<file path="src/hdl/lkvc_pkg.sv">
package lkvc_pkg;

	localparam int DEPTH  = 16;
	localparam int SLOT_W = $clog2(DEPTH);
	localparam int CNT_W  = $clog2(DEPTH + 1);
	localparam int KEY_W  = 32;
	localparam int VAL_W  = 32;
	localparam int CAP_W  = 5;

	localparam logic [CAP_W-1:0] CAP_RESET = CAP_W'(16);

	localparam logic KIND_GET = 1'b0;
	localparam logic KIND_PUT = 1'b1;

	typedef enum logic [1:0] {
		ST_IDLE,
		ST_MATCH,
		ST_COMMIT
	} state_t;

	typedef struct packed {
		logic load;
		logic match;
		logic commit;
	} cmd_t;

	typedef struct packed {
		logic is_get;
	} status_t;

endpackage

</file>
<file path="src/hdl/lkvc_ctrl.sv">
module lkvc_ctrl (
	input  logic             clk,
	input  logic             arst_n,
	input  logic             s_tvalid,
	output logic             s_tready,
	output logic             m_tvalid,
	input  logic             m_tready,
	input  lkvc_pkg::status_t status,
	output lkvc_pkg::cmd_t    cmd
);
	import lkvc_pkg::*;

	state_t state_q;
	state_t state_d;
	logic   out_valid_q;
	logic   commit_ok;
	logic   accept;

	// A put never needs the output register, so it commits at once.
	assign commit_ok = !status.is_get || !out_valid_q || m_tready;
	assign accept    = s_tvalid && s_tready;

	always_comb begin
		state_d = state_q;
		case (state_q)
			ST_IDLE: begin
				if (s_tvalid) state_d = ST_MATCH;
			end
			ST_MATCH: begin
				state_d = ST_COMMIT;
			end
			ST_COMMIT: begin
				if (commit_ok) state_d = s_tvalid ? ST_MATCH : ST_IDLE;
			end
			default: begin
				state_d = ST_IDLE;
			end
		endcase
	end

	always_comb begin
		s_tready   = 1'b0;
		cmd.match  = 1'b0;
		cmd.commit = 1'b0;
		case (state_q)
			ST_IDLE: begin
				s_tready = 1'b1;
			end
			ST_MATCH: begin
				cmd.match = 1'b1;
			end
			ST_COMMIT: begin
				cmd.commit = commit_ok;
				s_tready   = commit_ok;
			end
			default: begin
				s_tready = 1'b0;
			end
		endcase
		cmd.load = accept;
	end

	always_ff @(posedge clk or negedge arst_n) begin
		if (!arst_n) begin
			state_q     <= ST_IDLE;
			out_valid_q <= 1'b0;
		end else begin
			state_q <= state_d;
			if (cmd.commit && status.is_get) out_valid_q <= 1'b1;
			else if (m_tready) out_valid_q <= 1'b0;
		end
	end

	assign m_tvalid = out_valid_q;

endmodule

</file>
<file path="src/hdl/lkvc_dpath.sv">
module lkvc_dpath (
	input  logic                        clk,
	input  logic                        arst_n,
	input  lkvc_pkg::cmd_t              cmd,
	output lkvc_pkg::status_t           status,
	input  logic                        in_kind,
	input  logic [lkvc_pkg::KEY_W-1:0]  in_key,
	input  logic [lkvc_pkg::VAL_W-1:0]  in_value,
	input  logic                        cfg_wr_en,
	input  logic [lkvc_pkg::CAP_W-1:0]  cfg_wr_data,
	output logic                        out_hit,
	output logic [lkvc_pkg::VAL_W-1:0]  out_value
);
	import lkvc_pkg::*;

	logic [KEY_W-1:0]  key_q   [DEPTH];
	logic [VAL_W-1:0]  val_q   [DEPTH];
	logic [SLOT_W-1:0] rank_q  [DEPTH];
	logic [DEPTH-1:0]  valid_q;
	logic [CNT_W-1:0]  count_q;
	logic [CAP_W-1:0]  cap_q;

	logic              kind_s1;
	logic [KEY_W-1:0]  key_s1;
	logic [VAL_W-1:0]  value_s1;

	logic              hit_s2;
	logic [SLOT_W-1:0] hit_slot_s2;

	logic [DEPTH-1:0]  hit_vec;
	logic              hit_any;
	logic [SLOT_W-1:0] hit_slot;

	logic [CNT_W-1:0]  cap_eff;
	logic [CNT_W-1:0]  evict_n;
	logic [DEPTH-1:0]  valid_kept;
	logic [SLOT_W-1:0] free_slot;
	logic [SLOT_W-1:0] hit_rank;
	logic [SLOT_W-1:0] top_rank;

	logic [SLOT_W-1:0] rank_d  [DEPTH];
	logic [DEPTH-1:0]  valid_d;
	logic [CNT_W-1:0]  count_d;
	logic              wr_key;
	logic              wr_val;
	logic [SLOT_W-1:0] wr_slot;

	assign status.is_get = (kind_s1 == KIND_GET);

	// Parallel compare against every held key.
	always_comb begin
		hit_slot = '0;
		for (int i = 0; i < DEPTH; i++) begin
			hit_vec[i] = valid_q[i] && (key_q[i] == key_s1);
		end
		for (int i = DEPTH - 1; i >= 0; i--) begin
			if (hit_vec[i]) hit_slot = SLOT_W'(i);
		end
		hit_any = |hit_vec;
	end

	always_comb begin
		if (cap_q == '0) cap_eff = CNT_W'(1);
		else if (cap_q > CAP_W'(DEPTH)) cap_eff = CNT_W'(DEPTH);
		else cap_eff = CNT_W'(cap_q);
	end

	// A lowered capacity can require several evictions; the oldest ranks go together.
	always_comb begin
		if (count_q >= cap_eff) evict_n = count_q - cap_eff + CNT_W'(1);
		else evict_n = '0;
		for (int i = 0; i < DEPTH; i++) begin
			valid_kept[i] = valid_q[i] && (CNT_W'(rank_q[i]) >= evict_n);
		end
		free_slot = '0;
		for (int i = DEPTH - 1; i >= 0; i--) begin
			if (!valid_kept[i]) free_slot = SLOT_W'(i);
		end
	end

	assign hit_rank = rank_q[hit_slot_s2];
	assign top_rank = SLOT_W'(count_q - CNT_W'(1));

	always_comb begin
		for (int i = 0; i < DEPTH; i++) begin
			rank_d[i] = rank_q[i];
		end
		valid_d = valid_q;
		count_d = count_q;
		wr_key  = 1'b0;
		wr_val  = 1'b0;
		wr_slot = hit_slot_s2;
		if (cmd.commit) begin
			if (hit_s2) begin
				for (int i = 0; i < DEPTH; i++) begin
					if (SLOT_W'(i) == hit_slot_s2) rank_d[i] = top_rank;
					else if (rank_q[i] > hit_rank) rank_d[i] = rank_q[i] - SLOT_W'(1);
				end
				wr_val = !status.is_get;
			end else if (!status.is_get) begin
				for (int i = 0; i < DEPTH; i++) begin
					rank_d[i] = SLOT_W'(CNT_W'(rank_q[i]) - evict_n);
				end
				rank_d[free_slot]  = SLOT_W'(count_q - evict_n);
				valid_d            = valid_kept;
				valid_d[free_slot] = 1'b1;
				count_d            = count_q - evict_n + CNT_W'(1);
				wr_key             = 1'b1;
				wr_val             = 1'b1;
				wr_slot            = free_slot;
			end
		end
	end

	always_ff @(posedge clk or negedge arst_n) begin
		if (!arst_n) begin
			valid_q <= '0;
			count_q <= '0;
			cap_q   <= CAP_RESET;
		end else begin
			valid_q <= valid_d;
			count_q <= count_d;
			if (cfg_wr_en) cap_q <= cfg_wr_data;
		end
	end

	always_ff @(posedge clk) begin
		for (int i = 0; i < DEPTH; i++) begin
			rank_q[i] <= rank_d[i];
		end
		if (wr_key) key_q[wr_slot] <= key_s1;
		if (wr_val) val_q[wr_slot] <= value_s1;
		if (cmd.load) begin
			kind_s1  <= in_kind;
			key_s1   <= in_key;
			value_s1 <= in_value;
		end
		if (cmd.match) begin
			hit_s2      <= hit_any;
			hit_slot_s2 <= hit_slot;
		end
		if (cmd.commit && status.is_get) begin
			out_hit   <= hit_s2;
			out_value <= hit_s2 ? val_q[hit_slot_s2] : '1;
		end
	end

endmodule

</file>
<file path="src/hdl/lru_key_value_cache.sv">
// Fully associative key-value cache of sixteen entries with least-recently-used
// replacement. A get word (tuser 0) returns one output word: tuser is the hit flag
// and tdata the stored value, or all ones on a miss. A put word (tuser 1) returns
// nothing; it updates a present key or inserts a new one, evicting the oldest
// entries when the number held reaches the capacity register (0 acts as 1,
// above 16 acts as 16). Each word passes the parallel compare of all keys and then
// the recency and entry update, and the next word is taken
// in the update cycle. A get waits in the update cycle only while the previous
// result is still held unread in the output register. There is no clearing pass
// after reset. The capacity register should be written only while the cache is idle.
module lru_key_value_cache (
	input  logic                       clk,
	input  logic                       arst_n,
	input  logic                       s_tvalid,
	output logic                       s_tready,
	input  logic [63:0]                s_tdata,  // [31:0] lookup_key, [63:32] store_value
	input  logic                       s_tuser,  // [0] kind
	output logic                       m_tvalid,
	input  logic                       m_tready,
	output logic [31:0]                m_tdata,  // [31:0] read_value
	output logic                       m_tuser,  // [0] hit
	input  logic                       cfg_wr_en,
	input  logic [lkvc_pkg::CAP_W-1:0] cfg_wr_data
);
	import lkvc_pkg::*;

	cmd_t    cmd;
	status_t status;

	lkvc_ctrl u_ctrl (
		.clk      (clk),
		.arst_n   (arst_n),
		.s_tvalid (s_tvalid),
		.s_tready (s_tready),
		.m_tvalid (m_tvalid),
		.m_tready (m_tready),
		.status   (status),
		.cmd      (cmd)
	);

	lkvc_dpath u_dpath (
		.clk         (clk),
		.arst_n      (arst_n),
		.cmd         (cmd),
		.status      (status),
		.in_kind     (s_tuser),
		.in_key      (s_tdata[KEY_W-1:0]),
		.in_value    (s_tdata[KEY_W+VAL_W-1:KEY_W]),
		.cfg_wr_en   (cfg_wr_en),
		.cfg_wr_data (cfg_wr_data),
		.out_hit     (m_tuser),
		.out_value   (m_tdata)
	);

endmodule

</file>
<file path="config.mk">
export PLATFORM = sky130hd
export DESIGN_NAME = lru_key_value_cache
export DESIGN_NICKNAME = d
export VERILOG_FILES = /design/src/hdl/lkvc_pkg.sv /design/src/hdl/lkvc_ctrl.sv /design/src/hdl/lkvc_dpath.sv /design/src/hdl/lru_key_value_cache.sv
export SDC_FILE = /design/constraint.sdc
export NUM_CORES = 2
export LEC_CHECK = 0
export BUFFER_PORTS_ARGS = -buffer_cell sky130_fd_sc_hd__buf_4
export CAP_MARGIN = 20
export CELL_PAD_IN_SITES_DETAIL_PLACEMENT = 1
export CELL_PAD_IN_SITES_GLOBAL_PLACEMENT = 1
export CORE_MARGIN = 2
export CORE_UTILIZATION = 55
export CTS_BUF_LIST = sky130_fd_sc_hd__clkbuf_8
export DETAILED_ROUTE_END_ITERATION = 8
export PLACE_DENSITY_LB_ADDON = 0.1
export SLEW_MARGIN = 20
export SYNTH_ARGS = -nofsm -noshare
export SYNTH_HDL_FRONTEND = slang
export SYNTH_SLANG_ARGS = --single-unit
</file>
<file path="constraint.sdc">
create_clock -name clk -period 8.55 [get_ports clk]
set_clock_uncertainty 0.05 [all_clocks]
set_input_delay 1.2825 -clock clk [delete_from_list [all_inputs] [get_ports clk]]
set_output_delay 1.2825 -clock clk [all_outputs]
set_load 0.02 [all_outputs]
</file>
==> key figures <==
Finish
  • Fin area: 0.0618 mm²
  • Nets@finish: 3900
  • Area Overhead vs Synth: 11.9%
  • Layout cells sized above 1: 19.1%
  • Non-filler cells, final: 5106
  • Layout fillers: 8939
  • Final Util: 61.9%

Detailed routing
  • Vias: 31600
  • TritonRoute pass-1 iters: 5
  • Initial drt markers: 3034
  • Via density: 6.18
  • Routed WL: 149 mm
  • Residual DRC: 0
  • Wire per inst: 29.2 µm
  • DRT antenna net count: 0

Clocking
  • Root Buffer: clkbuf_8
  • Hold_buf cts: 0
  • CTS tree: built
  • CTS Buf Count: 195
  • H-Tree Depth: 4
  • Clk_lat worst skew: 890 ps
  • Post-cts sizing count: 0
  • Setup repair bufs after CTS: 0
  • Clock buffer depth: 3
  • Clk sinks: 1220
  • Register clock-pin slew on the reported worst setup and hold paths: 60 ps

Yosys
  • Syn avg cell area: 16.3 µm²
  • Ranking of synthesized cells by area: edfxtp_1, xnor2_1, mux4_2, ha_1, xor2_1
  • Primary FF master, synth: edfxtp_1
  • Synthesized cell area: 0.0552 mm²
  • Sequential fraction of the synthesis area: 66.1%
  • Leading area contributor after synthesis: edfxtp_1
  • Most frequent cell after synthesis: edfxtp_1
  • YS warnings: 0
  • Unique masters post-synth: 81
  • Ys async rst share: 2.38%
  • Synthesized flop and latch total: 1220
  • Number of flops mapped to enable cells by yosys: 1191
  • Top cells by count, synth: edfxtp_1, xnor2_1, mux4_2, ha_1, clkbuf_1
  • Top cell type's share of synthesized area: 64.8%
  • Syn nets: 3642
  • Synthesized netlist cell count: 3389

Critical path
  • Critical path class: reg2reg
  • CP peak stage delay: 840 ps
  • R2R Setup Slk: 1600 ps
  • R2r endpoint: u_dpath.val_q[9][23]
  • WP buf/inv: 8
  • Top Family by Delay on Critical Path: compound AO/OA/AOI/OAI gates
  • R2R Path Start: u_dpath.cap_q[4]
  • CP Launch Point: u_dpath.cap_q[4]
  • Worst-path maximum fanout: 32
  • Cell Chain, Critical Path: inv_1 > o21ai_0 > inv_1 > ha_1 > nand2b_1 > a211oi_2 > o21bai_1 > buf_4 > and2_1 > buf_4 > buf_4 > ha_1 > inv_1 > o21a_1 > o21ai_0 > a21oi_1 > nand4_2 > buf_4 > a2111oi_1 > o21ba_2 > nand2b_1 > nor2_4 > buf_4
  • Crit path DAT: 7400 ps
  • R2r worst-path depth: 23
  • CP Capture Type: flop
  • Required time of the critical path: 9000 ps
  • Worst path slowest cell: a2111oi_1
  • Startpoint Class: flop
  • Most frequent CP cell: buf_4

Die
  • Die width: 321 µm
  • Chip Height: 321 µm
  • Starting density of the core: 55.3%
  • Die area: 0.103 mm²
  • Io pins: 110
  • Core Region: 0.0997 mm²
  • Row Count: 116

Placement
  • Worst slack, placed: 1510 ps
  • Detailed Place HPWL: 91.0 mm
  • Placed instance area: 0.0580 mm²
  • Placed Cells: 4748
  • Port Buffers: 109
  • GPL Wtd Cong: 0.900

GRT
  • First-pass GRT wire length: 222 mm
  • Largest net degree at the start of global routing: 108
  • GR Overflow Total: 0
  • Vias in the first global route: 34600
  • Initial antenna violation count: 9
  • Total track usage: 29.5%

STA
  • Final setup viols: 0
  • Minimum clock period: 6950 ps
  • Setup_tns: 0 ps
  • Worst-Margin Slew: 1150 ps
  • Final worst slack: 1600 ps
  • Slew HR: 23.5%
  • Min Hold Slack: 282 ps
  • Period utilization: 81.3%
  • Final Max Tran Viols: 0
  • Unrepaired setup endpoints after global routing: no
  • Endpoints failing hold: 0
  • Fmax achieved: 144 MHz

Pwr
  • Max VDD drop: 0.000197 V
  • PnR Total Power: 16.1 mW
  • Leak: 20.5 nW
  • Power Density: 260 mW/mm²

Worst hold path
  • HP Class: in2async

Flow run
  • Max-cap violation count: 0

Run status
  • Status: complete, no violations
worst max-delay path by stage:
stage               slack (ps)  cells after the start                   end
finish                    1600                     23  u_dpath.val_q[9][23]
global route              1260                     23  u_dpath.val_q[9][23]
floorplan                 1050                     21   u_dpath.key_q[9][0]
global placement          1820                     23  u_dpath.val_q[8][23]
detailed placement        1510                     23   u_dpath.val_q[9][7]
CTS                       1460                     23  u_dpath.val_q[9][23]
layout make-up:
cell class              count  area [µm²]  share of cell area (%)
multi-input cells        1940       18000                    29.1
flip-flops and latches   1220       36500                    59.1
diodes                      2        5.00                 0.00810
clock buffers             200        2750                    4.46
well taps                1298        1620                    2.63
inverters                  76         285                   0.462
repair buffers            214        1620                    2.63
clock inverters           156         975                    1.58
state kept, by name, summed over array words and instances, names as in the netlist, 2 cells and up:
name / cells
u_dpath.key_q: 512
u_dpath.key_s1: 32
u_dpath.hit_slot_s2: 4
u_dpath.value_s1: 32
u_dpath.cap_q: 5
u_dpath.val_q: 512
u_dpath.count_q: 5
u_dpath.out_value: 32
u_dpath.rank_q: 64
u_dpath.valid_q: 16
u_ctrl.state_q: 2
cell usage in the layout, fill, tap and decap left out, types with 36 or more instances in the layout:
| cell type | synthesis | final |
|---|---|---|
| nor4_1 | 38 | 37 |
| ha_1 | 159 | 159 |
| mux4_2 | 180 | 180 |
| nand3_1 | 36 | 36 |
| o21ai_0 | 74 | 74 |
| mux2i_1 | 87 | 87 |
| nand4_1 | 105 | 105 |
| clkinv_1 | 1 | 52 |
| a21oi_1 | 72 | 71 |
| xor2_1 | 113 | 113 |
| nand2b_1 | 67 | 67 |
| buf_4 | 1 | 212 |
| inv_1 | 75 | 128 |
| nand2_1 | 97 | 97 |
| xnor2_1 | 472 | 472 |
| clkbuf_8 | 0 | 200 |
| nor2_1 | 98 | 70 |
| edfxtp_1 | 1191 | 1191 |
| nor3_1 | 54 | 50 |
per-layer routing:
metal	part of all wire, %	track usage (%)	vias to the layer above
li1	-	-	13600
met1	41	39.2	16600
met2	50	49.3	1048
met3	5.8	4.47	316
met4	3.3	11.2	2
met5	0.013	0	-
where the power goes:
group,internal [mW],total [mW],switching [mW]
clock,2.49,4.83,2.34
sequential,6.77,6.96,0.187
combinational,1.58,4.27,2.69
total,10.8,16.1,5.22
cell families (layout without fill, tap and decap cells):
family | count (synthesis) | count (layout) | synth area share (%)
compound gates | 317 | 317 | 3.77
xor+xnor | 586 | 586 | 9.32
fa+ha+maj | 178 | 178 | 4.30
buf+inv | 229 | 646 | 1.59
flops | 1220 | 1220 | 66.1
mux | 280 | 280 | 9.19
other cells | 0 | 2 | 0
simple gates | 579 | 579 | 5.70
Note: power is estimated with default switching activity, not from simulation.
